`src/hdl/cmwc_pkg.sv`:
```
// shared constants, types and state codes for the cmwc4096 generator
`default_nettype none

package cmwc_pkg;

	localparam int TABLE_DEPTH = 4096;
	localparam int IDX_W       = $clog2(TABLE_DEPTH);
	localparam int WORD_W      = 32;
	localparam int CARRY_W     = 19;
	localparam int MULT_W      = 15;
	localparam int PROD_W      = WORD_W + MULT_W;
	localparam int CY_W        = PROD_W - WORD_W;

	localparam logic [WORD_W-1:0]  PHI         = 32'h9e37_79b9;
	localparam logic [WORD_W-1:0]  PHI2        = 32'h3c6e_f372;
	localparam logic [MULT_W-1:0]  MULTIPLIER  = 15'd18782;
	localparam logic [WORD_W-1:0]  RESULT_BASE = 32'hffff_fffe;
	localparam logic [CARRY_W-1:0] CARRY_RESET = 19'd362436;
	localparam logic [IDX_W-1:0]   INDEX_RESET = IDX_W'(TABLE_DEPTH - 1);

	localparam logic OP_RESEED   = 1'b0;
	localparam logic OP_GENERATE = 1'b1;

	typedef enum logic [2:0] {
		ST_IDLE,
		ST_FILL,
		ST_READ,
		ST_MUL,
		ST_WB
	} state_t;

	typedef struct packed {
		logic              en;
		logic [IDX_W-1:0]  addr;
		logic [WORD_W-1:0] data;
	} ram_wr_t;

endpackage

`default_nettype wire

```
`src/hdl/cmwc_mwc.sv`:
```
// multiply-with-carry unit: registered product, then carry fold and subtraction from 0xfffffffe
`default_nettype none

module cmwc_mwc import cmwc_pkg::*; (
	input  wire logic               clk,
	input  wire logic               load,
	input  wire logic [WORD_W-1:0]  word,
	input  wire logic [CARRY_W-1:0] carry,
	output logic      [WORD_W-1:0]  value,
	output logic      [CARRY_W-1:0] carry_next
);

	logic [PROD_W-1:0] t_q;
	logic [CY_W-1:0]   cy;
	logic [WORD_W:0]   sum;
	logic              ov;
	logic [WORD_W-1:0] x;

	always_ff @(posedge clk) begin
		if (load) begin
			t_q <= PROD_W'(MULTIPLIER) * PROD_W'(word) + PROD_W'(carry);
		end
	end

	// a wrap of low word plus carry bumps both x and the carry
	always_comb begin
		cy         = t_q[PROD_W-1:WORD_W];
		sum        = {1'b0, t_q[WORD_W-1:0]} + (WORD_W+1)'(cy);
		ov         = sum[WORD_W];
		x          = sum[WORD_W-1:0] + WORD_W'(ov);
		value      = RESULT_BASE - x;
		carry_next = CARRY_W'(cy) + CARRY_W'(ov);
	end

endmodule

`default_nettype wire

```
`config.mk`:
```
export PLATFORM = sky130hd
export DESIGN_NAME = cmwc_mwc
export DESIGN_NICKNAME = d
export VERILOG_FILES = /design/src/hdl/cmwc_pkg.sv /design/src/hdl/cmwc_mwc.sv
export SDC_FILE = /design/constraint.sdc
export NUM_CORES = 1
export LEC_CHECK = 0
export ABC_AREA = 1
export ABC_CLOCK_PERIOD_IN_PS = 7150
export BUFFER_PORTS_ARGS = -buffer_cell sky130_fd_sc_hd__clkbuf_2
export CORE_ASPECT_RATIO = 0.6
export CORE_MARGIN = 10
export CORE_UTILIZATION = 45
export DETAILED_ROUTE_END_ITERATION = 8
export GPL_TIMING_DRIVEN = 0
export PLACE_DENSITY = 0.62
export RECOVER_POWER = 50
export SYNTH_ARGS = -nofsm -noshare
export SYNTH_HDL_FRONTEND = slang
export SYNTH_SLANG_ARGS = --single-unit
```
`constraint.sdc`:
```
create_clock -name clk -period 7.15 [get_ports clk]
set_input_delay 1.43 -clock clk [delete_from_list [all_inputs] [get_ports clk]]
set_output_delay 1.43 -clock clk [all_outputs]
set_load 0.1 [all_outputs]
```
# Word-level counts from Yosys, hierarchy flattened
# Index checks and enable logic that the tools add are counted.
[totals]
out_inout_bits = 51
elab_cells = 7
ff_bits = 47
input_bits = 53
[op_classes]
n_mul = 1
add_sub_neg = 5
[ops]
columns = ["op", "count"]
rows = [
  ["47-bit by 19-bit adder with 47-bit output", 1],
  ["14-bit by 32-bit multiplier with 46-bit output (first input constant)", 1],
  ["32-bit by 15-bit adder with 33-bit output", 1],
  ["32-bit by 1-bit adder with 32-bit output", 1],
  ["32-bit subtractor (first input constant)", 1],
  ["15-bit by 1-bit adder with 16-bit output", 1],
]

# Longest topological paths before layout
# Gate-level depths: netlist (run 1).
[depth]
word_depth = 3
ltp_mapped = 35
mapped_depth_nobuf = 35

# Worst setup path after synthesis (run 1)
# Ideal clock, no wire load.
[synth_timing]
path_kind = "input to register"
from = "input port word[8]"
to = "register t_q[46] (data pin)"
t_arrival_ns = 6.887
n_path_buf = 0
required_time_ns = 6.901
setup_time_ns = 0.249
path_stages = 34
setup_slack_ns = 0.014
cell_sequence = "ha_1 -> inv_1 -> fa_1 -> inv_1 -> fa_1 -> inv_1 -> fa_1 -> inv_1 -> fa_1 -> inv_1 -> fa_1 -> inv_1 -> ha_1 -> nand2_2 -> inv_1 -> nand2_1 -> nand2_1 -> nand2_1 -> nand2_1 -> inv_1 -> nand2_1 -> xor2_1 -> ha_1 -> nand2_1 -> nor2_1 -> nand2_1 -> nor4_1 -> a21oi_1 -> o21ai_2 -> nand2_2 -> nor2_2 -> nand3_1 -> nand2_1 -> inv_1"
[synth_via]
elab_chain_cells = 2
[synth_rtl]
columns = ["item", "line_no", "source"]
rows = [
  ["from (decl)", "cmwc_mwc.sv:7", "input wire logic [WORD_W-1:0] word,"],
  ["14-bit by 32-bit multiplier with 46-bit output", "cmwc_mwc.sv:21", "t_q <= PROD_W'(MULTIPLIER) * PROD_W'(word) + PROD_W'(carry);"],
  ["47-bit by 19-bit adder with 47-bit output", "cmwc_mwc.sv:21", ""],
  ["to (signal assigned)", "cmwc_mwc.sv:21", ""],
  ["to (decl)", "cmwc_mwc.sv:13", "logic [PROD_W-1:0] t_q;"],
]
# Every way passes these cells.
# A chain may end at the register's enable or synchronous reset.

# Final worst setup path (run 1)
[layout_timing]
from = "input port word[9]"
to = "register t_q[34] (data pin)"
# Same word-level chain as after synthesis.

==> results.json, run 1 <==
{
  "slew_headroom_pct": -73.0,
  "ant_nets": 0,
  "cts_tree": "done",
  "via_per_inst": 5.11,
  "worst-path-max-fanout": 4,
  "ys_async_sr_fraction_pct": 0,
  "yosysWarnings": 0,
  "drt_wl_total_mm": 51.0,
  "clockBufferDepth": 2,
  "initialDrtViolationCount": 1492,
  "core_area_um2": 35200,
  "violations": "max-capacitance violations, max-slew violations, negative setup slack",
  "ys_ff_latch": 47,
  "cpMostUsedCell": "fa_1",
  "cts.clk_slew.worst_paths_ps": 80,
  "hp-class": "input port to flop",
  "crit_slowest_cell": "fa_1",
  "criticalPathCategory": "input port to flop",
  "top_register": "t_q",
  "finalInstanceArea_um2": 19200,
  "syn-instance-count": 2302,
  "holdPathStages": 1,
  "num_vias": 15000,
  "dieArea_um2": 44100,
  "whs_ps": 1330,
  "final_hold_viol_count": 0,
  "grt_max_degree": 48,
  "finalSetupViolCount": 4,
  "syn_area_um2": 16100,
  "overflow": 0,
  "cts_root_buf": "clkbuf_16",
  "syn_area_per_cell_um2": 7.01,
  "synth_cell_types": 44,
  "yosysSeqAreaShare_pct": 8.74,
  "layout_setup_ws_ps": -94.1,
  "wl_per_cell_um": 17.4,
  "drive_above_1_share_pct": 17.5,
  "antenna_found_initial": 0,
  "max_freq_mhz": 138,
  "largest_register_ffs": 47,
  "endpoint_kind": "flop",
  "ys.flop_type": "edfxtp_1",
  "status": "finished, violations left",
  "crit_arrival_ps": 7310,
  "report.final.slew_viol_count": 48,
  "portBuffers": 100,
  "numCtsBuffers": 5,
  "cts_sinks": 47,
  "cp_slowest_stage_delay_ps": 510,
  "final.setup.tns_ps": -211,
  "hold_buffers": 0,
  "syn2layout_area_growth_pct": 18.8,
  "fillers": 3429,
  "worst_pin_slew_ps": 2590,
  "fin_util_pct": 54.5,
  "pin_count": 104,
  "rsz0062_at_grt": "true",
  "diodes": 0,
  "period_share_pct": 101,
  "drv_cap": 1,
  "h-tree-depth": 2,
  "synth_edf_count": 47,
  "period_minus_slack_ps": 7240,
  "first_global_vias": 14300,
  "fp.dieH_um": 167,
  "dr.pass1.iters": 6,
  "hpwlAfterDp_mm": 43.9,
  "grt_pass1_wl_mm": 80.2,
  "die_x_um": 265,
  "startpoint_type": "input port",
  "place_congestion": 0.972,
  "num_rows": 53,
  "initial_utilization_pct": 45.8,
  "gr-usage-all-layers_pct": 22.8,
  "drc_errors": 0,
  "biggestRegsByFlops": "t_q: 47 flops",
  "cp.required_ps": 7210,
  "fin_nets": 2938,
  "place_area_um2": 17200
}
cell usage in the layout, fill, tap and decap left out, drive strengths merged, types with 47 or more instances in the layout:
cell / netlist / layout
inv: 538 / 539
ha: 251 / 251
edfxtp: 47 / 47
buf: 4 / 68
nand3: 131 / 131
fa: 170 / 170
xor2: 72 / 72
nor2: 229 / 229
clkbuf: 0 / 94
a21oi: 69 / 69
nand2: 641 / 641
cell families (layout without fill, tap and decap cells):
logic type,count (synthesis),after routing,synth area share (%)
fa+ha+maj,421,421,40.5
simple gates,1076,1076,28.7
flops,47,47,8.74
xor+xnor,96,96,5.30
other cells,1,3,0.0232
compound gates,115,115,3.95
buf+inv,546,707,12.8
worst max-delay path: cells and delay by family:
kind / cells / cell delay (ps)
adders and majority gates: 8 / 3270
AOI/OAI and AO/OA: 5 / 820
and+or+nand+nor: 7 / 730
buffers and inverters: 9 / 540
xor gates and xnor gates: 2 / 500
area by class of cell:
type                    instances  area [um^2]  area share (%)
multi-input cells            1711        13900            72.5
inverters                     542         2030            10.6
flip-flops and latches         47         1410            7.36
repair buffers                153         1050            5.48
well taps                     467          584            3.05
clock buffers                   5          125           0.652
clock inverters                 3         46.3           0.241
plain buffers                   4         26.3           0.137
routing by layer:
layer,global-route usage [%],vias up,part of all wire (%)
li1,-,7401,-
met1,36.6,7033,52
met2,29.4,536,36
met3,7.19,19,11
met4,0.846,2,0.38
met5,1.91,-,0.22
final timing paths:
kind                  startpoint      end
worst max-delay path     word[9]  t_q[34]
worst min-delay path    carry[0]   t_q[0]
timing repair:
action | in CTS | in global routing
setup endpoints to repair | 28 | 24
buffers inserted | 31 | 22
pin swaps | 68 | 67
resized for setup | 128 | 192
synthesized netlist by cell type, types with 2 or more instances:
library cell | n | area [um^2]
inv_1 | 533 | 2000
o21ai_0 | 20 | 100
nor3_2 | 4 | 40.0
nand2_1 | 618 | 2320
nand4_1 | 32 | 200
ha_1 | 251 | 3140
nand3_1 | 125 | 626
o21ai_2 | 3 | 26.3
nand2_2 | 22 | 138
nor3_1 | 17 | 85.1
nor2_1 | 198 | 743
nor4_1 | 3 | 18.8
o21a_1 | 5 | 37.5
edfxtp_1 | 47 | 1410
nor2_4 | 7 | 78.8
o21ai_1 | 3 | 15.0
a21oi_1 | 68 | 340
a31oi_1 | 3 | 18.8
nand4_2 | 2 | 25.0
fa_1 | 170 | 3400
o21bai_1 | 7 | 52.6
a21o_1 | 3 | 22.5
nand3b_1 | 9 | 67.6
xor2_1 | 71 | 622
nand3_2 | 6 | 60.1
and2_1 | 3 | 18.8
xnor2_1 | 23 | 201
buf_4 | 3 | 22.5
clkinv_1 | 4 | 15.0
inv_2 | 5 | 18.8
nor2_2 | 24 | 150
through the flow:
| stage | worst slack [ps] | std cells |
|---|---|---|
| 2_1_floorplan | 14.1 | 2304 |
| 3_3_place_gp | -1450 | 2871 |
| 3_5_place_dp | -1450 | 2871 |
| 4_1_cts | 3.77 | 2910 |
| 5_1_grt | -246 | 2932 |
| 6_report | -94.1 | 2932 |
Power of run 1 is left out: the tool's default activity adds up to more than one toggle a clock period on the data nets, which glitch-free logic cannot reach.
==> run 2: changes to the inputs <==
- ABC_AREA: 1 -> 0
- PLACE_DENSITY: 0.62 -> 0.63
- SLEW_MARGIN: not set -> 5
==> results.json, run 2 <==
{
  "finalInstanceArea_um2": 17100,
  "portBuffers": 100,
  "routed-wl-met2_mm": 15.5,
  "place_area_um2": 15300,
  "fillers": 2750,
  "yosysTopAreaCell": "fa_1",
  "fp.dieH_um": 157,
  "cts_root_buf": "clkbuf_16",
  "ant_nets": 0,
  "criticalPathCategory": "input port to flop",
  "max_freq_mhz": 127,
  "final_hold_viol_count": 0,
  "biggestRegsByFlops": "t_q: 47 flops",
  "pin_count": 104,
  "synth_commonest_cells": "298 x inv_1, 251 x ha_1, 170 x fa_1",
  "via_per_inst": 5.33,
  "synth_top_family_by_area": "adder cells",
  "wl_met3_mm": 2.27,
  "yosysSeqAreaShare_pct": 9.97,
  "drc_errors": 0,
  "layout_common_cells": "293 x inv_1, 222 x ha_1, 169 x fa_1",
  "status": "finished, violations left",
  "cts.clk_slew.worst_paths_ps": 60,
  "largest_register_ffs": 47,
  "yosys.area_share.adder_pct": 46.2,
  "slew_headroom_pct": -66.0,
  "ys_ff_latch": 47,
  "place_congestion": 0.882,
  "synthMuxAreaShare_pct": 0.283,
  "synth_edf_count": 47,
  "dieArea_um2": 39200,
  "endpoint_kind": "flop",
  "cp.required_ps": 7170,
  "cpMostUsedCell": "buf_6",
  "worst_pin_slew_ps": 2490,
  "synth_area_leaders": "fa_1 24%, ha_1 22%, edfxtp_1 10%",
  "gr-usage-all-layers_pct": 19.0,
  "synth.most_common_cell": "inv_1",
  "diodes": 0,
  "die_x_um": 249,
  "hp-class": "input port to flop",
  "violations": "max-capacitance violations, max-slew violations, negative setup slack",
  "syn2layout_area_growth_pct": 20.5,
  "fin_nets": 2203,
  "cp_slowest_stage_delay_ps": 530,
  "antenna_found_initial": 0,
  "num_rows": 50,
  "initialDrtViolationCount": 621,
  "grt_pass1_wl_mm": 61.5,
  "clockBufferDepth": 2,
  "syn_area_um2": 14200,
  "layout_setup_ws_ps": -739,
  "yosysWarnings": 0,
  "top_register": "t_q",
  "period_share_pct": 110,
  "crit_arrival_ps": 7910,
  "grt_max_degree": 48,
  "synth_compound_area_share_pct": 13.6,
  "numCtsBuffers": 5,
  "synth_cell_types": 87,
  "highest-signal-layer": "met4",
  "wl_met1_mm": 19.1,
  "first_global_vias": 11700,
  "syn_area_per_cell_um2": 9.09,
  "finalSetupViolCount": 27,
  "yosys.area_share.simple_pct": 11.9,
  "drt_wl_total_mm": 37.1,
  "crit_slowest_cell": "fa_2",
  "wl_per_cell_um": 17.3,
  "initial_utilization_pct": 45.5,
  "drive_above_1_share_pct": 21.2,
  "cts_tree": "done",
  "ys.flop_type": "edfxtp_1",
  "synth_xor_area_share_pct": 9.04,
  "ys_async_sr_fraction_pct": 0,
  "rsz0062_at_grt": "true",
  "report.final.slew_viol_count": 48,
  "worst-path-max-fanout": 5,
  "syn-instance-count": 1558,
  "hpwlAfterDp_mm": 30.9,
  "synth_top_area_share_pct": 24.0,
  "period_minus_slack_ps": 7890,
  "h-tree-depth": 2,
  "drv_cap": 1,
  "core_area_um2": 31100,
  "mostFrequentLayoutCell": "inv_1",
  "cts_sinks": 47,
  "dr.pass1.iters": 5,
  "num_vias": 11400,
  "overflow": 0,
  "startpoint_type": "input port"
}
-- run 2: final timing paths --
path,start,cells after the start,endpoint,slack (ps)
worst max-delay path,word[9],35,t_q[27],-740
worst min-delay path,carry[0],1,t_q[0],1310
-- run 2: cells by family after synthesis --
family	count (synthesis)
AO/OA/AOI/OAI	280
other	1
adder cells (fa/ha/maj)	421
XOR/XNOR	144
flip-flops	47
multiplexers	4
buffers and inverters	330
AND/OR/NAND/NOR	331
-- run 2: area by class of cell --
type	count	area (um^2)	share of cell area [%]
Tap cell	416	520	3.05
Clock inverter	3	20.0	0.117
Buffer	23	145	0.850
Inverter	298	1120	6.55
Sequential cell	47	1410	8.27
Clock buffer	5	125	0.733
Timing Repair Buffer	171	1200	7.01
Multi-Input combinational cell	1183	12500	73.4
-- run 2: metrics by stage --
step	std cells	hold WS [ps]	TNS (ps)	util, %	worst slack (ps)
finish	2146	1310	-12390	54.9	-739
global route	2146	1310	-20180	54.9	-990
CTS	2126	1300	-8290	53.3	-566
detailed placement	2076	1610	-32960	49.4	-1750
global placement	2076	1610	-30910	49.4	-1660
floorplan	1560	1530	-6420	-	-703
-- run 2: layer usage --
layer  track usage, %  up-vias
met5                0        -
met1             28.5     5561
met2             28.9      276
met4             1.90        0
li1                 -     5591
met3             3.12       19
-- run 2: critical path, delay by kind of cell --
family / cells / cell delay, ps
adder cells (fa/ha/maj): 8 / 3350
AND/OR/NAND/NOR: 7 / 710
AO/OA/AOI/OAI: 5 / 1050
buffers and inverters: 13 / 1020
XOR/XNOR: 2 / 350
-- run 2: timing repair --
item / CTS / global route
hold buffers: 0 / 0
setup buffers: 51 / 21
endpoints found under the setup margin: 32 / 44
pin swaps: 53 / 23
resized for setup: 157 / 82
Power of run 2 is left out for the same reason.
