<file path="src/hdl/cmwc_pkg.sv">
// shared constants, types and state codes for the cmwc4096 generator
`default_nettype none

package cmwc_pkg;

	localparam int TABLE_DEPTH = 4096;
	localparam int IDX_W       = $clog2(TABLE_DEPTH);
	localparam int WORD_W      = 32;
	localparam int CARRY_W     = 19;
	localparam int MULT_W      = 15;
	localparam int PROD_W      = WORD_W + MULT_W;
	localparam int CY_W        = PROD_W - WORD_W;

	localparam logic [WORD_W-1:0]  PHI         = 32'h9e37_79b9;
	localparam logic [WORD_W-1:0]  PHI2        = 32'h3c6e_f372;
	localparam logic [MULT_W-1:0]  MULTIPLIER  = 15'd18782;
	localparam logic [WORD_W-1:0]  RESULT_BASE = 32'hffff_fffe;
	localparam logic [CARRY_W-1:0] CARRY_RESET = 19'd362436;
	localparam logic [IDX_W-1:0]   INDEX_RESET = IDX_W'(TABLE_DEPTH - 1);

	localparam logic OP_RESEED   = 1'b0;
	localparam logic OP_GENERATE = 1'b1;

	typedef enum logic [2:0] {
		ST_IDLE,
		ST_FILL,
		ST_READ,
		ST_MUL,
		ST_WB
	} state_t;

	typedef struct packed {
		logic              en;
		logic [IDX_W-1:0]  addr;
		logic [WORD_W-1:0] data;
	} ram_wr_t;

endpackage

`default_nettype wire

</file>
<file path="src/hdl/cmwc_fill.sv">
// reseed sequencer: writes one table word per cycle from the seed
`default_nettype none

module cmwc_fill import cmwc_pkg::*; (
	input  wire logic              clk,
	input  wire logic              arst_n,
	input  wire logic              start,
	input  wire logic [WORD_W-1:0] seed,
	output ram_wr_t                wr,
	output logic                   last
);

	logic              busy_q;
	logic [IDX_W-1:0]  cnt_q;
	logic [WORD_W-1:0] seed_q;
	logic [WORD_W-1:0] h1_q, h2_q, h3_q;
	logic [WORD_W-1:0] word;

	// first three words come from the seed, the rest from the recurrence
	always_comb begin
		case (cnt_q)
			IDX_W'(0): word = seed_q;
			IDX_W'(1): word = seed_q + PHI;
			IDX_W'(2): word = seed_q + PHI2;
			default:   word = h3_q ^ h2_q ^ PHI ^ WORD_W'(cnt_q);
		endcase
	end

	assign last    = busy_q && (cnt_q == '1);
	assign wr.en   = busy_q;
	assign wr.addr = cnt_q;
	assign wr.data = word;

	always_ff @(posedge clk or negedge arst_n) begin
		if (!arst_n) begin
			busy_q <= 1'b0;
			cnt_q  <= '0;
		end else if (start) begin
			busy_q <= 1'b1;
			cnt_q  <= '0;
		end else if (busy_q) begin
			cnt_q <= cnt_q + IDX_W'(1);
			if (last) begin
				busy_q <= 1'b0;
			end
		end
	end

	always_ff @(posedge clk) begin
		if (start) begin
			seed_q <= seed;
		end
		if (busy_q) begin
			h3_q <= h2_q;
			h2_q <= h1_q;
			h1_q <= word;
		end
	end

endmodule

`default_nettype wire

</file>
<file path="config.mk">
export PLATFORM = sky130hd
export DESIGN_NAME = cmwc_fill
export DESIGN_NICKNAME = d
export VERILOG_FILES = /design/src/hdl/cmwc_pkg.sv /design/src/hdl/cmwc_fill.sv
export SDC_FILE = /design/constraint.sdc
export NUM_CORES = 1
export LEC_CHECK = 0
export BUFFER_PORTS_ARGS = -buffer_cell sky130_fd_sc_hd__buf_2
export CORE_MARGIN = 2
export CORE_UTILIZATION = 59
export CTS_CLUSTER_DIAMETER = 60
export CTS_CLUSTER_SIZE = 16
export DETAILED_ROUTE_END_ITERATION = 16
export PLACE_DENSITY = 0.8
export SLEW_MARGIN = 40
export SYNTH_ARGS = -nofsm -noshare
export SYNTH_HDL_FRONTEND = slang
export SYNTH_SLANG_ARGS = --single-unit
</file>
<file path="constraint.sdc">
create_clock -name clk -period 4.1 [get_ports clk]
set_input_delay 0.82 -clock clk [delete_from_list [all_inputs] [get_ports clk]]
set_output_delay 0.82 -clock clk [all_outputs]
set_load 0.03 [all_outputs]
</file>
Word-level counts from Yosys, hierarchy flattened
Index checks and enable logic that the tools add are counted.
{"block": "totals", "ff_bits": 141, "in_bits": 35, "output_inout_bits": 46, "wordCells": 24}
{"block": "classes", "add_sub_neg": 3, "eq_ne": 3, "n_mux": 6, "bitwise_logic": 3, "reduce_logical": 3}
{"op": "32-bit one-hot mux with 3 select lines", "count": 1}
{"op": "32-bit by 30-bit adder with 32-bit output (second input constant)", "count": 1}
{"op": "32-bit adder (second input constant)", "count": 1}
{"op": "32-bit by 12-bit bitwise XOR with 32-bit output", "count": 1}
{"op": "32-bit bitwise XOR", "count": 1}
{"op": "12-bit 2-to-1 mux", "count": 2}
{"op": "20-bit NOT", "count": 1}
{"op": "12-bit by 1-bit adder with 12-bit output (second input constant)", "count": 1}
{"op": "12-bit by 1-bit == test with 1-bit output (second input constant)", "count": 1}
{"op": "12-bit == test (second input constant)", "count": 1}
{"op": "12-bit by 2-bit == test with 1-bit output (second input constant)", "count": 1}
{"op": "12-bit zero test", "count": 1}
{"op": "1-bit 2-to-1 mux", "count": 3}
{"op": "2-bit nonzero test", "count": 1}
{"op": "1-bit logical AND", "count": 1}

Longest topological paths before layout
Gate-level depths: netlist of the first run.
{"block": "depth", "depth_word": 5, "mapped_depth": 11}

Least setup slack after synthesis of the first run
Ideal clock, no wire load.
{"block": "synth_timing", "kind": "reg2out", "startpoint": "register busy_q", "endpoint": "output port last", "arrival_time_ns": 3.118, "slack_ns": 0.162, "path_stages_with_launch": 4, "path_cell_list": "dfrtp_1 > clkbuf_1 > inv_1 > nor2_1"}
{"block": "synth_between", "elab_chain_cells": 1}
{"element": "start, declared", "line": "cmwc_fill.sv:13", "rtl": "logic busy_q;"}
{"element": "start signal, assigned", "line": "cmwc_fill.sv:36", "rtl": "busy_q <= 1'b0;"}
{"element": "start signal, assigned", "line": "cmwc_fill.sv:39", "rtl": "busy_q <= 1'b1;"}
{"element": "start signal, assigned", "line": "cmwc_fill.sv:44", "rtl": "busy_q <= 1'b0;"}
{"element": "1-bit logical AND", "line": "cmwc_fill.sv:29", "rtl": "assign last = busy_q && (cnt_q == '1);"}
{"element": "end, declared", "line": "cmwc_fill.sv:10", "rtl": "output logic last"}
No other way between the ends.

==> flow_summary.toml, run 1 <==
[clocking]
clock_sinks = 141
cts-htree-levels = 4
clkTransAtPathRegs_ns = 0.06
clk_latency_ns = 0.42
cts_tree = "built"
cts_hold_buffers = 0
numCtsBuffers = 17
max-clock-path-buffers = 2
cts_root_buf = "clkbuf_16"

[flow_run]
maxCapViolations = 0

[synth]
yosysWarnings = 0
syn_nets = 690
ys_types = 69
muxShareOfSynthArea = 0.00681
synth_edf_count = 128
synth_adder_area_share = 0.0119
syn_area_sq_mm = 0.00735
syn-mean-instance-area_sq_um = 11.3
ys_seq_area_frac = 0.567
synthFlopType = "edfxtp_1"
synthArstFlopShare = 0.0922
synth-compound-area-share = 0.189
synthXorXnorAreaFrac = 0.0644
synth_top_family_by_area = "compound AO/OA/AOI/OAI gates"
synth_seq_cells = 141
synthSimpleGateAreaFrac = 0.127
syn_inst = 648

[critical_path]
critPathCaptureType = "output pin"
critPathArrivalTime_ns = 3.22
critical_path_class = "register to output pin"
ff2ff_path_depth = 7
r2r_slack_ns = 1.23
r2r_end = "h1_q[27]$_DFFE_PP_"
crit_path_max_fanout = 7
startpoint_type = "register"
r2r-start = "seed_q[2]$_DFFE_PP_"
endpoint = "wr[27]"
cp-startpoint = "seed_q[2]$_DFFE_PP_"
cp.required_ns = 3.28

[timing]
min_period_ns = 4.04
slew_viol_final = 0
hold_viol = 0
setup_viol = 0
maxSlewHeadroom = 0.510
finalCritPeriodShare = 0.985
fmax_ghz = 0.248
fin_tns_setup_ns = 0
worst_slew_pin_slew_ns = 0.736
rsz0062_at_grt = "no"
clock_skew_ns = 0.00572

[floorplan]
die_area_sq_mm = 0.0134
initial_core_util = 0.609
core-area_sq_mm = 0.0121
rows = 40
die_w_microns = 116
io-pin-count = 81
die_y_microns = 116

[layout]
seq_area_sq_mm = 0.00417
fillCellCount = 877
area_growth_pct = 17.7
drive_gt1_frac = 0.219
layout.nets = 772
multi_input_area_sq_mm = 0.00298
fin_area_sq_mm = 0.00865
insertedDiodeCount = 0

[route]
drc_errors = 0
wire_per_inst_microns = 23.1
postRouteAntennaNets = 0
routed_via_density = 6.62
dr.first_iter.drc_count = 866
vias = 6033
wirelength_microns = 21100
dr.pass1.iters = 5

[status]
status = "finished, final reports clean"

[pwr]
p_leak_nw = 3.26
cellPowerDensity_mw_per_mm2 = 614
vdd_ir_drop_max_mv = 0.511

[global_routing]
gr-total-overflow = 0
grt_pass1_vias = 5545
grt_max_degree = 58
grt_antenna_before_repair = 0
grt_pass1_wl_microns = 31700
grt_usage = 0.322

[placement]
placed_cell_area_sq_mm = 0.00792
gp_congestion = 0.999
io_buffers = 80
hpwl_microns = 14400

[min_path]
hold_class = "primary input to async pin"
worst max-delay path: stages, from the launching register on:
cell	delay [ns]
edfxtp_1	0.51
ha_1	0.29
a2111o_1	0.51
o211a_1	0.27
a311o_1	0.43
a311o_1	0.38
o211ai_1	0.08
o21ai_1	0.12
buf_2	0.20
cell usage in the layout, fill, tap and decap left out, drive strengths merged, types with 6 or more instances in the layout:
cell type	count
o21ai	42
nand3	18
nor3	14
o211ai	13
a22oi	7
o31ai	7
edfxtp	128
nor4	9
inv	15
and3	9
xor2	22
nand4	9
o22ai	8
nor2	47
or3	8
a21oi	39
a31oi	8
a211oi	6
buf	111
or2	6
dfrtp	13
and2	7
a311o	7
clkbuf	22
ha	7
o221ai	9
nand2	44
or4	6
xnor2	32
flip-flops by register name (all words and copies together), names as in the netlist:
name / flops
busy_q: 1
cnt_q: 12
h1_q: 32
h2_q: 32
h3_q: 32
seed_q: 32
worst min path at each step:
stage,cells after the start,slack [ns],end,startpoint
after floorplan,0,0.40,h2_q[0]$_DFFE_PP_,h1_q[0]$_DFFE_PP_
after global placement,0,0.40,h2_q[22]$_DFFE_PP_,h1_q[22]$_DFFE_PP_
after detailed placement,0,0.40,h2_q[21]$_DFFE_PP_,h1_q[21]$_DFFE_PP_
after CTS,1,0.27,cnt_q[7]$_DFFE_PN0P_,arst_n
after global routing,1,0.29,cnt_q[1]$_DFFE_PN0P_,arst_n
final,1,0.28,cnt_q[7]$_DFFE_PN0P_,arst_n
cell usage after synthesis (5+ instances only):
library cell	instances	area share
nand2_1	44	0.022
or4_1	6	0.0061
o211ai_1	13	0.013
a22oi_1	7	0.0072
xnor2_1	32	0.038
o22ai_1	8	0.0068
and3_1	9	0.0077
or3_1	7	0.0060
a311o_1	7	0.0095
nand3_1	18	0.012
o221ai_1	9	0.011
a31oi_1	8	0.0068
o21ai_1	6	0.0041
nor2_1	47	0.024
dfrtp_1	13	0.044
buf_2	6	0.0041
or2_2	5	0.0043
o21ai_0	36	0.025
xor2_1	22	0.026
mux2i_1	5	0.0068
a21oi_1	39	0.027
o21a_1	5	0.0051
nor3_1	14	0.0095
and2_1	5	0.0043
edfxtp_1	128	0.52
nor4_1	5	0.0043
a211oi_1	6	0.0061
o31ai_1	7	0.0072
ha_1	7	0.012
clkbuf_1	36	0.018
inv_1	10	0.0051
nand4_1	9	0.0077
stage by stage:
stage | hold WS, ns | std cells | power (mW) | setup WS [ns] | util
6_report | 0.278 | 911 | 5.31 | 0.0633 | 0.717
5_1_grt | 0.286 | 911 | 5.51 | 0.0138 | 0.717
4_1_cts | 0.272 | 901 | 5.29 | 0.00510 | 0.708
3_5_place_dp | 0.405 | 868 | 3.73 | 0.321 | 0.657
3_3_place_gp | 0.400 | 868 | 3.68 | 0.480 | 0.657
2_1_floorplan | 0.400 | 648 | 3.23 | 0.162 | -
routing by layer:
metal  vias up  global-route usage  share of wire
li1       2689                   -              -
met4         0               0.108          0.023
met1      2942               0.477           0.45
met5         -                   0              0
met3        46              0.0727          0.080
met2       356               0.473           0.45
area by class of cell:
type,instances,share of cell area
clock buffers,22,0.0586
well taps,168,0.0243
multi-input cells,449,0.344
clock inverters,10,0.0111
flip-flops and latches,141,0.483
inverters,10,0.00434
repair buffers,111,0.0747
cells by family (layout without fill, tap and decap cells):
family,Yosys count,in the layout
AOI/OAI and AO/OA,200,200
buffers and inverters,58,153
muxes,5,5
adders and majority gates,7,7
DFF,141,141
xor gates and xnor gates,54,54
and+or+nand+nor,183,183
what timing repair did:
action,4_1_cts,5_1_grt
endpoints found under the setup margin,1,18
gates resized for setup,2,9
endpoints found under the hold margin,0,0
pin swaps,0,2
buffers inserted,1,10
report_power, final:
| part | switching, mW | internal (mW) | total [mW] |
|---|---|---|---|
| Combinational | 0.909 | 0.509 | 1.42 |
| Clock | 0.601 | 0.946 | 1.55 |
| Sequential | 0.254 | 2.09 | 2.35 |
Note: power is estimated with default switching activity, not from simulation.
==> run 2, diff against run 1 <==
Settings changed: CAP_MARGIN set to 30, PLACE_DENSITY 0.8 to 0.84.
==> flow_summary.toml, run 2 (synthesis results as in run 1) <==
[timing]
hold_viol = 0
setup_slack_ns = 0.115
min_period_ns = 3.98
setup_viol = 0
worst_slew_pin_slew_ns = 0.773
finalCritPeriodShare = 0.972
fmax_ghz = 0.251
fin_tns_setup_ns = 0
clock_skew_ns = 0.0107
slew_viol_final = 0
maxSlewHeadroom = 0.485

[route]
postRouteAntennaNets = 0
dr.pass1.iters = 5
routed_via_density = 6.65
wire_per_inst_microns = 21.8
wirelength_microns = 19600
drc_errors = 0
vias = 5982
dr.first_iter.drc_count = 884

[floorplan]
io-pin-count = 81
core-area_sq_mm = 0.0121
rows = 40
initial_core_util = 0.609
die_w_microns = 116
die_area_sq_mm = 0.0134
die_y_microns = 116

[clocking]
cts_tree = "built"
numCtsBuffers = 17
max-clock-path-buffers = 2
cts-htree-levels = 4
clock_sinks = 141
cts_root_buf = "clkbuf_16"
clk_latency_ns = 0.43
clkTransAtPathRegs_ns = 0.06

[critical_path]
critPathArrivalTime_ns = 3.16
cp_slowest_stage_delay_ns = 0.70
crit_path_max_fanout = 16
startpoint_type = "register"
cp_cell_sequence = "or4_1 -> nor4_4 -> buf_4 -> buf_4 -> a31o_2 -> nor2_1 -> o21ai_0 -> buf_2"
cp.required_ns = 3.28
critical_path_class = "register to output pin"
crit_top_cell = "buf_4"
critPathCaptureType = "output pin"
cp_slowest_cell = "or4_1"

[placement]
gp_congestion = 0.995
dp_cells = 863
io_buffers = 80
place_ws_ns = 0.500
hpwl_microns = 13500

[pwr]
cellPowerDensity_mw_per_mm2 = 605
p_leak_nw = 3.17
vdd_ir_drop_max_mv = 0.451

[layout]
drive_gt1_frac = 0.202
layout_commonest_cell = "edfxtp_1"
insertedDiodeCount = 0
layout.nets = 761
area_growth_pct = 15.8
layout_common_cells = "128 x edfxtp_1, 80 x buf_2, 47 x nor2_1"
fin_cells = 899
finalCoreUtilization = 0.705

[status]
status = "finished, final reports clean"

[global_routing]
grt_max_degree = 65
grt_antenna_before_repair = 0
gr-total-overflow = 0
grt_usage = 0.300
grt_pass1_vias = 5556
grt_pass1_wl_microns = 30100

[flow_run]
maxCapViolations = 0

[min_path]
hold_class = "primary input to async pin"
[run 2: cell types whose count changed in the layout (fill, tap and decap cells not counted), moves of 2 or more]
cell | before | now
clkbuf_8 | 2 | 0
clkbuf_16 | 19 | 17
buf_4 | 30 | 19
inv_6 | 3 | 0
clkinv_1 | 0 | 5
a31oi_2 | 0 | 2
inv_4 | 2 | 0
clkinvlp_4 | 0 | 3
[run 2: routing by layer]
metal  up-vias  wire [microns]  global-route usage
met5         -               0                   0
met4         0             492               0.102
met3        50            1970              0.0753
met2       414            8470               0.427
met1      2848            8630               0.453
li1       2670               -                   -
[run 2: area by class of cell]
type / instances / area, sq um
Fill cell: 860 / 3550
Inverter: 10 / 37.5
Tap cell: 168 / 210
Clock inverter: 14 / 129
Multi-Input combinational cell: 449 / 2980
Sequential cell: 141 / 4170
Clock buffer: 17 / 425
Timing Repair Buffer: 100 / 554
[run 2: worst paths after layout]
check / slack [ns] / endpoint / depth (start not counted) / from
worst max register to register: 1.30 / h1_q[21]$_DFFE_PP_ / 8 / cnt_q[0]$_DFFE_PN0P_
worst min register to register: 0.42 / h2_q[29]$_DFFE_PP_ / 0 / h1_q[29]$_DFFE_PP_
min in group clk: 0.42 / h2_q[29]$_DFFE_PP_ / 0 / h1_q[29]$_DFFE_PP_
worst min-delay path: 0.27 / cnt_q[7]$_DFFE_PN0P_ / 1 / arst_n
worst max-delay path: 0.12 / wr[25] / 8 / cnt_q[7]$_DFFE_PN0P_
max in group asynchronous: 3.57 / busy_q$_DFF_PN0_ / 1 / arst_n
[run 2: where the power goes]
group          total [mW]  switching, mW  internal (mW)  leakage [nW]
logic                1.36          0.861          0.496          1.41
clock network        1.45          0.572          0.877         0.262
registers            2.34          0.247           2.09          1.49
total                5.15           1.68           3.47          3.17
[run 2: repair_timing]
| item | CTS | global route |
|---|---|---|
| setup buffers | 0 | 5 |
| endpoints found under the setup margin | 0 | 19 |
| hold buffers | 0 | 0 |
| gates resized for setup | 0 | 11 |
[run 2: worst max-delay path: cells and delay by family, from the launching register on]
family	cells	cell delay, ns
compound gates	2	0.47
buf+inv	3	0.78
flops	1	0.48
simple gates	3	1.00
[run 2: stage by stage]
step | total power [mW] | cell area, sq um | hold WS, ns
finish | 5.15 | 8510 | 0.272
global route | 5.37 | 8510 | 0.283
CTS | 5.15 | 8430 | 0.267
detailed placement | 3.68 | 7870 | 0.405
global placement | 3.63 | 7870 | 0.401
floorplan | 3.23 | 7350 | 0.400
